$ cat config.mk
export PLATFORM = sky130hd
export DESIGN_NAME = percent_decode_stream
export DESIGN_NICKNAME = d
export VERILOG_FILES = /design/src/design/pd_pkg.sv /design/src/design/pd_front.sv /design/src/design/pd_queue.sv /design/src/design/pd_back.sv /design/src/design/percent_decode_stream.sv
export SDC_FILE = /design/constraint.sdc
export NUM_CORES = 1
export LEC_CHECK = 0
export BUFFER_PORTS_ARGS = -buffer_cell sky130_fd_sc_hd__buf_2
export CAP_MARGIN = 20
export CORE_UTILIZATION = 55
export DETAILED_ROUTE_END_ITERATION = 10
export PLACE_DENSITY_LB_ADDON = 0.05
export SLEW_MARGIN = 40
export SYNTH_ARGS = -nofsm -noshare
export SYNTH_HDL_FRONTEND = slang
export SYNTH_SLANG_ARGS = --single-unit
$ cat constraint.sdc
create_clock -name clk -period 3 [get_ports clk]
set_input_delay 0.3 -clock clk [delete_from_list [all_inputs] [get_ports clk]]
set_output_delay 0.3 -clock clk [all_outputs]
set_load 0.05 [all_outputs]
$ cat src/design/pd_pkg.sv
// Shared types, character codes and hex helpers for the percent decoder.
// No dependencies; every module of the block imports this package.
package pd_pkg;

  localparam logic [7:0] PCT_CHAR   = 8'h25;
  localparam logic [7:0] PLUS_CHAR  = 8'h2B;
  localparam logic [7:0] SPACE_CHAR = 8'h20;

  localparam int QDEPTH = 4;
  localparam int QAW    = $clog2(QDEPTH);

  localparam logic [1:0] PH_NONE  = 2'd0;
  localparam logic [1:0] PH_PCT   = 2'd1;
  localparam logic [1:0] PH_DIGIT = 2'd2;

  typedef struct packed {
    logic [7:0] in_byte;
    logic       in_last;
  } pd_in_t;

  typedef struct packed {
    logic [7:0] out_byte;
    logic       run_last;
    logic       string_end;
  } pd_out_t;

  // Up to three result bytes caused by one input byte.
  typedef struct packed {
    logic [2:0][7:0] bytes;
    logic [1:0]      count;
    logic            last;
  } pd_job_t;

  function automatic logic is_hex(input logic [7:0] b);
    is_hex = (b inside {[8'h30:8'h39], [8'h41:8'h46], [8'h61:8'h66]});
  endfunction

  function automatic logic [3:0] hex_nib(input logic [7:0] b);
    logic [7:0] v;
    v = 8'd0;
    if (b inside {[8'h30:8'h39]}) begin
      v = b - 8'h30;
    end else if (b inside {[8'h41:8'h46]}) begin
      v = b - 8'h37;
    end else if (b inside {[8'h61:8'h66]}) begin
      v = b - 8'h57;
    end
    hex_nib = v[3:0];
  endfunction

endpackage

$ cat src/design/pd_front.sv
// Front end: accepts raw bytes, tracks the escape state and builds result jobs.
// Depends on pd_pkg.
module pd_front import pd_pkg::*; (
  input  logic    clk,
  input  logic    rst,
  input  logic    cfg_valid,
  output logic    cfg_ready,
  input  logic    cfg_data,
  input  logic    in_valid,
  output logic    in_stall,
  input  pd_in_t  in_data,
  input  logic    q_full,
  output logic    q_push,
  output pd_job_t q_job
);

  logic       plus_as_space;
  logic [1:0] phase;
  logic [7:0] held;
  logic [1:0] phase_next;
  logic [7:0] held_next;
  logic       accept;
  logic       hex;
  logic [7:0] b;
  logic       last;
  logic       fresh_emit;
  logic       fresh_open;
  logic [7:0] fresh_byte;

  assign cfg_ready = 1'b1;
  assign in_stall  = q_full;
  assign accept    = in_valid && !q_full;
  assign b         = in_data.in_byte;
  assign last      = in_data.in_last;
  assign hex       = is_hex(b);

  // Handling of a byte with no escape pending.
  always_comb begin
    fresh_emit = 1'b1;
    fresh_open = 1'b0;
    fresh_byte = b;
    if (plus_as_space && b == PLUS_CHAR) begin
      fresh_byte = SPACE_CHAR;
    end else if (b == PCT_CHAR && !last) begin
      fresh_emit = 1'b0;
      fresh_open = 1'b1;
    end
  end

  always_comb begin
    q_job      = '0;
    q_job.last = last;
    phase_next = PH_NONE;
    held_next  = held;
    case (phase)
      PH_PCT: begin
        if (hex) begin
          if (last) begin
            q_job.bytes[0] = PCT_CHAR;
            q_job.bytes[1] = b;
            q_job.count    = 2'd2;
          end else begin
            held_next  = b;
            phase_next = PH_DIGIT;
          end
        end else begin
          q_job.bytes[0] = PCT_CHAR;
          q_job.bytes[1] = fresh_byte;
          q_job.count    = 2'd1 + {1'b0, fresh_emit};
          phase_next     = fresh_open ? PH_PCT : PH_NONE;
        end
      end
      PH_DIGIT: begin
        if (hex) begin
          q_job.bytes[0] = {hex_nib(held), hex_nib(b)};
          q_job.count    = 2'd1;
        end else begin
          q_job.bytes[0] = PCT_CHAR;
          q_job.bytes[1] = held;
          q_job.bytes[2] = fresh_byte;
          q_job.count    = 2'd2 + {1'b0, fresh_emit};
          phase_next     = fresh_open ? PH_PCT : PH_NONE;
        end
      end
      default: begin
        q_job.bytes[0] = fresh_byte;
        q_job.count    = {1'b0, fresh_emit};
        phase_next     = fresh_open ? PH_PCT : PH_NONE;
      end
    endcase
    if (last) begin
      phase_next = PH_NONE;
      held_next  = 8'd0;
    end
  end

  // A byte that only opens or extends an escape produces no job.
  assign q_push = accept && (q_job.count != 2'd0);

  always_ff @(posedge clk) begin
    if (rst) begin
      plus_as_space <= 1'b0;
      phase         <= PH_NONE;
      held          <= 8'd0;
    end else begin
      if (cfg_valid && cfg_ready) begin
        plus_as_space <= cfg_data;
      end
      if (accept) begin
        phase <= phase_next;
        held  <= held_next;
      end
    end
  end

endmodule

$ cat src/design/pd_queue.sv
// Short job queue between the front end and the output serializer.
// Depends on pd_pkg for the job type and depth.
module pd_queue import pd_pkg::*; (
  input  logic    clk,
  input  logic    rst,
  input  logic    push,
  input  pd_job_t push_job,
  output logic    full,
  input  logic    pop,
  output logic    empty,
  output pd_job_t head
);

  pd_job_t        mem [QDEPTH];
  logic [QAW-1:0] wr_ptr;
  logic [QAW-1:0] rd_ptr;
  logic [QAW:0]   fill;

  assign full  = (fill == (QAW+1)'(QDEPTH));
  assign empty = (fill == '0);
  assign head  = mem[rd_ptr];

  always_ff @(posedge clk) begin
    if (push && !full) begin
      mem[wr_ptr] <= push_job;
    end
  end

  always_ff @(posedge clk) begin
    if (rst) begin
      wr_ptr <= '0;
      rd_ptr <= '0;
      fill   <= '0;
    end else begin
      if (push && !full) begin
        wr_ptr <= wr_ptr + 1'b1;
      end
      if (pop && !empty) begin
        rd_ptr <= rd_ptr + 1'b1;
      end
      fill <= fill + (QAW+1)'(push && !full) - (QAW+1)'(pop && !empty);
    end
  end

endmodule

$ cat src/design/pd_back.sv
// Back end: walks the head job one byte per cycle into the output register, unless stalled.
// Depends on pd_pkg.
module pd_back import pd_pkg::*; (
  input  logic    clk,
  input  logic    rst,
  input  logic    q_empty,
  input  pd_job_t q_head,
  output logic    q_pop,
  output logic    out_valid,
  input  logic    out_stall,
  output pd_out_t out_data
);

  logic [1:0] idx;
  logic       advance;
  logic       take;
  logic       final_one;

  assign advance   = !out_valid || !out_stall;
  assign take      = advance && !q_empty;
  assign final_one = (idx == q_head.count - 2'd1);
  assign q_pop     = take && final_one;

  always_ff @(posedge clk) begin
    if (take) begin
      out_data.out_byte   <= q_head.bytes[idx];
      out_data.run_last   <= final_one;
      out_data.string_end <= final_one && q_head.last;
    end
  end

  always_ff @(posedge clk) begin
    if (rst) begin
      out_valid <= 1'b0;
      idx       <= 2'd0;
    end else begin
      if (advance) begin
        out_valid <= !q_empty;
      end
      if (take) begin
        idx <= final_one ? 2'd0 : idx + 2'd1;
      end
    end
  end

endmodule

$ cat src/design/percent_decode_stream.sv
// Streaming URL percent decoder. Each accepted byte's results go as one job into
// the job queue and from there, one at a time, into the output register; one result
// leaves per cycle while out_stall is low, and the output serializer sends the k
// results of one byte in turn. Bytes that only open an escape cause no result.
// Synchronous active-high reset empties the job queue and output register,
// clears the escape state and sets plus_as_space to 0. Depends on pd_pkg.
module percent_decode_stream import pd_pkg::*; (
  input  logic    clk,
  input  logic    rst,
  input  logic    cfg_valid,
  output logic    cfg_ready,
  input  logic    cfg_data,
  input  logic    in_valid,
  output logic    in_stall,
  input  pd_in_t  in_data,
  output logic    out_valid,
  input  logic    out_stall,
  output pd_out_t out_data
);

  logic    q_full;
  logic    q_push;
  logic    q_pop;
  logic    q_empty;
  pd_job_t q_job;
  pd_job_t q_head;

  pd_front u_front (
    .clk       (clk),
    .rst       (rst),
    .cfg_valid (cfg_valid),
    .cfg_ready (cfg_ready),
    .cfg_data  (cfg_data),
    .in_valid  (in_valid),
    .in_stall  (in_stall),
    .in_data   (in_data),
    .q_full    (q_full),
    .q_push    (q_push),
    .q_job     (q_job)
  );

  pd_queue u_queue (
    .clk      (clk),
    .rst      (rst),
    .push     (q_push),
    .push_job (q_job),
    .full     (q_full),
    .pop      (q_pop),
    .empty    (q_empty),
    .head     (q_head)
  );

  pd_back u_back (
    .clk       (clk),
    .rst       (rst),
    .q_empty   (q_empty),
    .q_head    (q_head),
    .q_pop     (q_pop),
    .out_valid (out_valid),
    .out_stall (out_stall),
    .out_data  (out_data)
  );

endmodule

==> flow_metrics.py, run 1 <==
metrics = {
    "grt": {
        "grt-ovfl-total": 0,
        "antenna_found_initial": 0,
        "grt_pass1_vias": 3601,
        "grt_usage": 0.2428,
        "grt_pass1_wl_mm": 20.48,
        "grt_max_degree": 35,
    },
    "worst_hold_path": {
        "hold_start": "cfg_data",
        "hold_path_class": "input pin to flip-flop",
    },
    "logic_synthesis": {
        "yosys_warnings": 0,
        "yosysMostFrequentCell": "edfxtp_1",
        "synthTopCellsByArea": "edfxtp_1, mux4_2, dfxtp_1",
        "async_flop_share": 0,
        "yosys.area.top_type": "edfxtp_1",
        "avgSynthCellArea_um2": 14.76,
        "postSynthCellCount": 430,
        "synth_common_cells": "edfxtp_1, inv_1, mux4_2, dfxtp_1, nor2_1",
        "synth-main-ff-cell": "edfxtp_1",
        "synth_cell_type_count": 60,
        "ys_seq_area_frac": 0.6308,
        "synth_edf_count": 118,
        "synth-seq-cells": 141,
        "syn-num-nets": 461,
        "syn-cell-area_um2": 6347,
        "synth_top_area_share": 0.5582,
    },
    "sta": {
        "fin_crit_ns": 2.877,
        "rsz0062_at_grt": "false",
        "slew_violations": 0,
        "finalSetupViolations": 0,
        "min_period_over_period": 0.9590,
        "relSlewSlack": 0.5405,
        "worst_slew_pin_slew_ns": 0.6879,
        "setup_slack_ns": 0.1229,
        "final-hold-violation-count": 0,
        "setup_tns_ns": 0,
        "whs_ns": 0.1204,
        "fmax_ghz": 0.3476,
        "clock_skew_ns": 0.009974,
    },
    "route": {
        "routed_wl_mm": 13.33,
        "dr_total_vias": 3756,
        "drc": 0,
        "vias_per_cell": 6.058,
        "first_iter_violations": 390,
        "routedWlPerCell_um": 21.50,
        "ant_nets": 0,
        "first_pass_iters": 5,
    },
    "pwr": {
        "irDropWorstVdd_v": 0.0007129,
        "cellPowerDensity_nw_per_um2": 871.0,
        "cellLeakagePower_nw": 2.567,
    },
    "cells_and_area": {
        "fin_cells": 620,
        "area_growth_syn_to_layout_pct": 16.62,
        "final_util": 0.6711,
        "final_nets": 498,
        "antenna_cells": 0,
        "drive_gt1_frac": 0.2333,
    },
    "cts": {
        "clock_sinks": 141,
        "clkTransAtPathRegs_ns": 0.06,
        "htree_levels": 4,
        "cts_setup_buffers": 0,
        "numCtsBuffers": 17,
        "cts_buffer_depth": 2,
        "clk_latency_ns": 0.42,
        "ctsHoldBuffers": 0,
        "clockRootBuffer": "clkbuf_16",
        "cts_tree": "yes",
    },
    "critical_path": {
        "crit_path_frequent_cell": "inv_2",
        "slowest_stage": "mux4_2",
        "critical_path.top_delay_family": "multiplexers",
        "critical_path.max_stage_delay_ns": 0.56,
        "cp.required_ns": 3.34,
        "cp_max_fo": 4,
        "path_cells": "mux4_2 -> xnor2_2 -> mux2i_2 -> and2_4 -> ha_4 -> inv_2 -> ha_2 -> inv_2 -> fa_2 -> xor2_2 -> and2_1 -> nor3_1",
        "endpoint_kind": "flip-flop",
        "worstSetupPathType": "flip-flop to flip-flop",
        "crit_buf_inv": 2,
        "cp_data_arrival_time_ns": 3.21,
        "start_kind": "flip-flop",
    },
    "floorplan": {
        "die_height_um": 109.4,
        "ios": 28,
        "coreArea_um2": 11030,
        "rows": 38,
        "chipWidth_um": 109.4,
        "start_util": 0.5754,
        "die-area_um2": 11970,
    },
    "run": {
        "max_cap_viol_count": 0,
    },
    "run_status": {
        "status": "completed",
    },
    "placed_design": {
        "port_buffers": 26,
        "post-place-ws_ns": 0.1367,
        "dp_cells": 588,
        "gp_congestion": 0.8803,
        "dpl.hpwl_mm": 8.514,
    },
}
==> cells by family (layout without fill, tap and decap cells) <==
logic type | count (synthesis) | count (layout) | synth area share
multiplexers | 41 | 41 | 0.1199
other | 1 | 1 | 0.0005908
XOR/XNOR | 5 | 5 | 0.008084
adder cells (fa/ha/maj) | 16 | 16 | 0.03272
AO/OA/AOI/OAI | 74 | 74 | 0.08614
flip-flops | 141 | 141 | 0.6308
buffers and inverters | 51 | 101 | 0.03311
AND/OR/NAND/NOR | 101 | 101 | 0.08871
==> state kept, by name, summed over array words and instances, names as in the netlist, named ones only <==
signal and flops:
u_back.idx 2, u_back.out_data 10, u_back.out_valid 1, u_front.held 8, u_front.phase 2, u_front.plus_as_space 1, u_queue.fill 3, u_queue.mem 108
u_queue.rd_ptr 2, u_queue.wr_ptr 2
==> worst min-delay path, cell delays in order <==
cell,delay [ns]
buf_2,0.07
mux2i_1,0.05
nor2_1,0.07
==> metal layers <==
metal,share of wire,vias up,GRT usage
li1,-,1743,-
met1,0.46,1899,0.3387
met2,0.48,100,0.3675
met3,0.048,14,0.06817
met4,0.014,0,0.08476
met5,0,-,0
==> final cells by class <==
cell class | count | area [um2]
multi-input combinational | 238 | 2163
timing repair buffer | 43 | 307.8
clock buffer | 19 | 432.9
sequential | 141 | 4005
clock inverter | 13 | 220.2
inverter | 26 | 97.59
tap | 140 | 175.2
fill | 783 | 3628
==> final timing paths <==
| check | to | slack [ns] | depth (start not counted) |
|---|---|---|---|
| min | u_front.plus_as_space | 0.12 | 3 |
| max reg2reg | u_queue.fill[2] | 0.12 | 12 |
| max | u_queue.fill[2] | 0.12 | 12 |
| min reg2reg | u_back.out_valid | 0.48 | 2 |
==> repair_timing <==
action | 4_1_cts | 5_1_grt
gates resized for setup | 0 | 6
endpoints found under the setup margin | 0 | 1
endpoints found under the hold margin | 0 | 0
==> per-stage QoR <==
stage	area (um2)	power (mW)
2_1_floorplan	6352	3.718
3_5_place_dp	6724	4.137
6_report	7402	6.447
4_1_cts	7377	6.450
5_1_grt	7402	6.710
3_3_place_gp	6724	4.109
==> cell usage in the layout, fill, tap and decap left out, drive strengths merged, types with 5 or more instances in the layout <==
master and count:
mux2i 13, nor2b 8, dfxtp 23, bufinv 6
a22oi 5, ha 15, and2 10, nor3 9
o21ai 13, clkbuf 19, nand2b 11, nor3b 12
edfxtp 118, nand2 14, mux4 27, nor2 21
inv 26, o22ai 9, clkinv 5, buf 43
a221o 7, a21oi 10
==> where the power goes <==
group          total (mW)  internal, mW  switching, mW
clock network        2.32          1.55          0.768
logic                1.59         0.618          0.973
registers            2.54          2.44         0.0971
No activity file was read; power rests on OpenSTA's default activity.
==> run 2: changes to the inputs <==
--- a/config.mk
+++ b/config.mk
@@ -11,4 +11,5 @@
 export DETAILED_ROUTE_END_ITERATION = 10
 export PLACE_DENSITY_LB_ADDON = 0.05
+export REMOVE_ABC_BUFFERS = 1
 export SLEW_MARGIN = 40
 export SYNTH_ARGS = -nofsm -noshare
==> constraint.sdc (replaced) <==
create_clock -name clk -period 3 [get_ports clk]
set_input_delay 0.45 -clock clk [delete_from_list [all_inputs] [get_ports clk]]
set_output_delay 0.45 -clock clk [all_outputs]
set_load 0.05 [all_outputs]
==> run 2 against run 1 <==
Sequential power is essentially flat. Critical endpoint unchanged. Cell area shrank 0.90%. Count of clock-buffer cells in the layout grew 5. Flip-flop and latch count is the same. Core utilization shrank 0.60 points. Final cell count grew 1.1%. Maximum frequency grew 0.22%. Sequential share of layout area grew 0.52 points. Largest power group unchanged.
==> flow_metrics.py, run 2 (synthesized netlist as in run 1, its figures left out) <==
metrics = {
    "placed_design": {
        "post-place-ws_ns": 0.1336,
        "port_buffers": 26,
        "dpl.hpwl_mm": 8.209,
        "gp_congestion": 0.9378,
    },
    "cells_and_area": {
        "reg.largest.list": "u_queue.mem: 108 flops, u_back.out_data: 10 flops, u_front.held: 8 flops",
        "largest_register": "u_queue.mem",
        "largest_reg_flops": 108,
        "area_growth_syn_to_layout_pct": 15.57,
        "final_common_cell": "edfxtp_1",
        "final_nets": 505,
        "mostFrequentLayoutCells": "edfxtp_1, inv_1, buf_2, mux4_2, dfxtp_1",
        "drive_gt1_frac": 0.2300,
        "antenna_cells": 0,
        "fill_cells": 774,
    },
    "sta": {
        "worst_slew_pin_slew_ns": 0.6578,
        "setup_slack_ns": 0.1292,
        "fin_crit_ns": 2.871,
        "relSlewSlack": 0.5606,
        "clock_skew_ns": 0.008868,
        "whs_ns": 0.2808,
        "slew_violations": 0,
        "finalSetupViolations": 0,
        "final-hold-violation-count": 0,
        "fmax_ghz": 0.3483,
        "min_period_over_period": 0.9569,
    },
    "pwr": {
        "cellInternalPower_mw": 4.305,
        "pwr-share-comb": 0.258,
        "p_sw_mw": 1.783,
        "cellLeakagePower_nw": 2.563,
        "swShare": 0.2928,
        "clkPwrFrac": 0.326,
        "irDropWorstVdd_v": 0.0006591,
        "pwr-share-seq": 0.416,
        "cellPowerDensity_nw_per_um2": 829.9,
    },
    "critical_path": {
        "cp_data_arrival_time_ns": 3.16,
        "critical_path.max_stage_delay_ns": 0.55,
        "path_cells": "mux4_2 -> xnor2_2 -> mux2i_2 -> and2_4 -> ha_1 -> inv_1 -> ha_1 -> inv_1 -> fa_1 -> xor2_1 -> and2_1 -> nor3_2",
        "cp_max_fo": 4,
        "worstSetupPathType": "flip-flop to flip-flop",
        "start_kind": "flip-flop",
        "endpoint_kind": "flip-flop",
        "cp.required_ns": 3.29,
        "slowest_stage": "mux4_2",
    },
    "route": {
        "drc": 0,
        "routed-wl-met3_um": 445,
        "met2_length_mm": 5.990,
        "dr_total_vias": 3726,
        "vias_per_cell": 5.943,
        "routed_wl_mm": 12.40,
        "ant_nets": 0,
        "first_pass_iters": 4,
        "maxUsedRoutingLayer": "met4",
        "routedWlPerCell_um": 19.77,
        "drt-met1-wl_mm": 5.847,
        "first_iter_violations": 232,
    },
    "grt": {
        "grt_pass1_wl_mm": 19.74,
        "grt_usage": 0.2317,
        "grt-ovfl-total": 0,
        "antenna_found_initial": 0,
        "grt_pass1_vias": 3647,
        "grt_max_degree": 34,
    },
    "cts": {
        "htree_levels": 4,
        "cts_buffer_depth": 2,
        "cts_tree": "yes",
        "clk_latency_ns": 0.41,
        "clockRootBuffer": "clkbuf_16",
        "clock_sinks": 141,
        "clkTransAtPathRegs_ns": 0.06,
        "numCtsBuffers": 17,
    },
    "floorplan": {
        "die_height_um": 109.4,
        "die-area_um2": 11970,
        "rows": 38,
        "start_util": 0.5754,
        "chipWidth_um": 109.4,
        "ios": 28,
        "coreArea_um2": 11030,
    },
    "worst_hold_path": {
        "hold_start": "cfg_data",
        "hold_path_class": "input pin to flip-flop",
    },
    "run": {
        "max_cap_viol_count": 0,
    },
    "run_status": {
        "status": "completed",
    },
}
[run 2: changes by cell type in the layout (fill, tap and decap cells not counted), sizes merged]
cell / delta
buf: +7
bufinv: -4
clkbuf: +5
clkinv: -1
[run 2: critical path, delay by kind of cell, from the launching register on]
kind | cells | cell delay, ns
flops | 1 | 0.37
buf+inv | 2 | 0.10
fa+ha+maj | 3 | 0.70
xor+xnor | 2 | 0.40
simple gates | 3 | 0.40
mux | 2 | 0.80
[run 2: routing by layer]
| metal | global-route usage | up-vias |
|---|---|---|
| li1 | - | 1755 |
| met1 | 0.3277 | 1871 |
| met2 | 0.3598 | 89 |
| met3 | 0.04979 | 11 |
| met4 | 0.07524 | 0 |
| met5 | 0 | - |
[run 2: through the flow]
stage          std cells  power, mW    util  TNS [ns]  area, um2
2_1_floorplan        405      3.670       -    -13.53       6235
3_3_place_gp         593      4.106  0.6125         0       6756
3_5_place_dp         593      4.139  0.6125         0       6756
4_1_cts              625      6.108  0.6630         0       7313
5_1_grt              627      6.364  0.6650  -0.01679       7336
6_report             627      6.088  0.6650         0       7336
[run 2: path summary, 6_finish.rpt]
check / to / slack [ns] / cells after the start
worst max register to register: u_queue.fill[2] / 0.13 / 12
worst min register to register: u_back.out_valid / 0.46 / 2
worst min-delay path: u_front.plus_as_space / 0.28 / 3
worst max-delay path: u_queue.fill[2] / 0.13 / 12
[run 2: repair_timing]
item / 4_1_cts / 5_1_grt
setup buffers: 0 / 2
gates resized for setup: 0 / 2
setup endpoints to repair: 0 / 1
hold buffers: 0 / 0
[run 2: cell type report]
| cell class | count | area, um2 | share of cell area |
|---|---|---|---|
| repair buffers | 50 | 360.3 | 0.04912 |
| well taps | 140 | 175.2 | 0.02388 |
| clock buffers | 24 | 461.7 | 0.06294 |
| multi-input cells | 238 | 2138 | 0.2915 |
| clock inverters | 8 | 95.09 | 0.01296 |
| flip-flops and latches | 141 | 4008 | 0.5463 |
| inverters | 26 | 97.59 | 0.01330 |
[run 2: power groups by stage]
stage / logic, mW / registers [mW] / clock network, mW
after global placement: 1.55 / 2.56 / 0
after global routing: 1.70 / 2.56 / 2.10
after floorplan: 0.753 / 2.92 / 0
after detailed placement: 1.57 / 2.57 / 0
after CTS: 1.57 / 2.54 / 2.00
final: 1.57 / 2.53 / 1.98
==> run 3: changes to the inputs <==
CORE_UTILIZATION = 61   (was 55)
clock period = 2.7 ns   (was 3 ns; I/O delays follow)
==> run 3 against run 2 <==
The run now ends with negative setup slack left. Cell area rose by 0.56%. Via count rose by 4.1%. Flip-flop and latch count did not move. Core utilization rose by 7.9 points. Maximum frequency rose by 3.8%. First-iteration DRC count fell by 0.43%. Global-route usage rose by 3.1 points. Clock power rose by 7%. Sequential share of layout area fell by 0.31 points. Critical path depth did not move. Count of clock-buffer cells in the layout fell by 7. Critical path type unchanged.
==> flow_metrics.py, run 3 (synthesized netlist as in run 1, its figures left out) <==
metrics = {
    "run_status": {
        "status": "complete, but fails checks",
        "violations": "negative setup slack",
    },
    "cts": {
        "ctsHoldBuffers": 0,
        "htree_levels": 4,
        "clockRootBuffer": "clkbuf_8",
        "clk_latency_ns": 0.53,
        "clock_sinks": 141,
        "cts_buffer_depth": 2,
        "clkTransAtPathRegs_ns": 0.06,
        "cts_tree": "yes",
        "numCtsBuffers": 17,
    },
    "critical_path": {
        "cp.required_ns": 3.15,
        "endpoint_kind": "flip-flop",
        "worstSetupPathType": "flip-flop to flip-flop",
        "start_kind": "flip-flop",
        "r2r-end": "u_queue.fill[2]",
        "regToRegSetupSlack_ns": -0.06,
        "rr_worst_depth": 12,
        "cp_data_arrival_time_ns": 3.21,
        "cp_max_fo": 3,
    },
    "floorplan": {
        "chipWidth_um": 104.0,
        "start_util": 0.6405,
        "rows": 36,
        "ios": 28,
        "die-area_um2": 10820,
        "die_height_um": 104.0,
        "coreArea_um2": 9910,
    },
    "cells_and_area": {
        "multiInputGateArea_um2": 2168,
        "regArea_um2": 4008,
        "fin_cells": 625,
        "largest_reg_flops": 108,
        "area_growth_syn_to_layout_pct": 16.22,
        "final_common_cell": "edfxtp_1",
        "mostFrequentLayoutCells": "edfxtp_1, buf_2, mux4_2, buf_4, inv_1",
        "design_area_um2": 7377,
        "final_nets": 510,
        "largest_register": "u_queue.mem",
        "reg.largest.list": "u_queue.mem: 108 flops, u_back.out_data: 10 flops, u_front.held: 8 flops",
        "final_util": 0.7444,
        "drive_gt1_frac": 0.2581,
        "antenna_cells": 0,
        "fill_cells": 632,
    },
    "placed_design": {
        "gp_congestion": 0.8743,
        "dp_cells": 592,
        "dpl.hpwl_mm": 7.994,
        "port_buffers": 26,
        "placedInstanceArea_um2": 6793,
    },
    "sta": {
        "whs_ns": 0.1192,
        "setup_tns_ns": -0.06437,
        "clock_skew_ns": 0.01086,
        "min_period_over_period": 1.024,
        "relSlewSlack": 0.5817,
        "final-hold-violation-count": 0,
        "fmax_ghz": 0.3617,
        "fin_crit_ns": 2.764,
        "worst_slew_pin_slew_ns": 0.6263,
        "rsz0062_at_grt": "true",
        "slew_violations": 0,
        "finalSetupViolations": 1,
        "setup_slack_ns": -0.06437,
    },
    "grt": {
        "grt-ovfl-total": 0,
        "antenna_found_initial": 0,
        "grt_usage": 0.2625,
        "grt_max_degree": 34,
        "grt_pass1_vias": 3941,
        "grt_pass1_wl_mm": 20.91,
    },
    "route": {
        "first_iter_violations": 231,
        "vias_per_cell": 6.206,
        "drc": 0,
        "first_pass_iters": 4,
        "routedWlPerCell_um": 20.80,
        "routed_wl_mm": 13.00,
        "ant_nets": 0,
        "dr_total_vias": 3879,
    },
    "pwr": {
        "irDropWorstVdd_v": 0.0006457,
        "cellPowerDensity_nw_per_um2": 916.5,
        "cellLeakagePower_nw": 2.569,
    },
    "worst_hold_path": {
        "hold_start": "cfg_data",
        "hold_path_class": "input pin to flip-flop",
        "hold_depth": 3,
        "min_to": "u_front.plus_as_space",
    },
    "run": {
        "max_cap_viol_count": 0,
    },
}
-- run 3: cell count changes in the layout (fill, tap and decap cells not counted), sizes merged --
| cell | before | now |
|---|---|---|
| bufinv | 2 | 0 |
| inv | 26 | 34 |
| clkbuf | 24 | 17 |
| buf | 50 | 55 |
| clkinvlp | 2 | 3 |
-- run 3: timing repair --
item	CTS	global route
setup endpoints to repair	1	6
gates resized for setup	6	3
pin swaps	5	4
buffers inserted	0	1
cloned	0	0
-- run 3: worst max-delay path by stage --
stage / cells after the start / endpoint / slack [ns] / startpoint
2_1_floorplan: 12 / u_queue.fill[2] / -1.20 / flip-flop
3_3_place_gp: 12 / u_queue.fill[2] / -0.06 / flip-flop
3_5_place_dp: 12 / u_queue.fill[2] / -0.15 / flip-flop
4_1_cts: 12 / u_queue.fill[2] / -0.14 / flip-flop
5_1_grt: 12 / u_queue.fill[2] / -0.18 / flip-flop
6_report: 12 / u_queue.fill[2] / -0.06 / flip-flop
-- run 3: stage by stage --
step                power [mW]  setup slack (ns)
global route             7.064           -0.1825
floorplan                4.078            -1.198
CTS                      6.785           -0.1412
finish                   6.761          -0.06437
detailed placement       4.618           -0.1490
global placement         4.578          -0.05939
-- run 3: layer usage --
metal | track usage | wire [um] | vias up
li1 | - | - | 1777
met1 | 0.3625 | 5762 | 1933
met2 | 0.4095 | 6241 | 153
met3 | 0.06830 | 797 | 16
met4 | 0.08776 | 197 | 0
met5 | 0 | 0 | -
-- run 3: cell type report --
class                   instances  area share
flip-flops and latches        141      0.5432
multi-input cells             238      0.2939
clock buffers                  17     0.05614
repair buffers                 55     0.05393
well taps                     133     0.02256
clock inverters                15     0.01696
inverters                      26     0.01323
-- run 3: power breakdown --
group	internal [mW]	switching (mW)
clock	1.15	0.967
combinational	0.729	1.09
sequential	2.71	0.107
total	4.60	2.16
-- run 3: critical path: stages (launching register included) --
cell and delay, ns:
dfxtp_4 0.36, mux4_2 0.54, xnor2_2 0.17, mux2i_2 0.26, and2_4 0.19, ha_4 0.19
inv_2 0.06, ha_4 0.11, inv_2 0.03, fa_2 0.35, xor2_2 0.16, and2_1 0.15
nor3_1 0.12
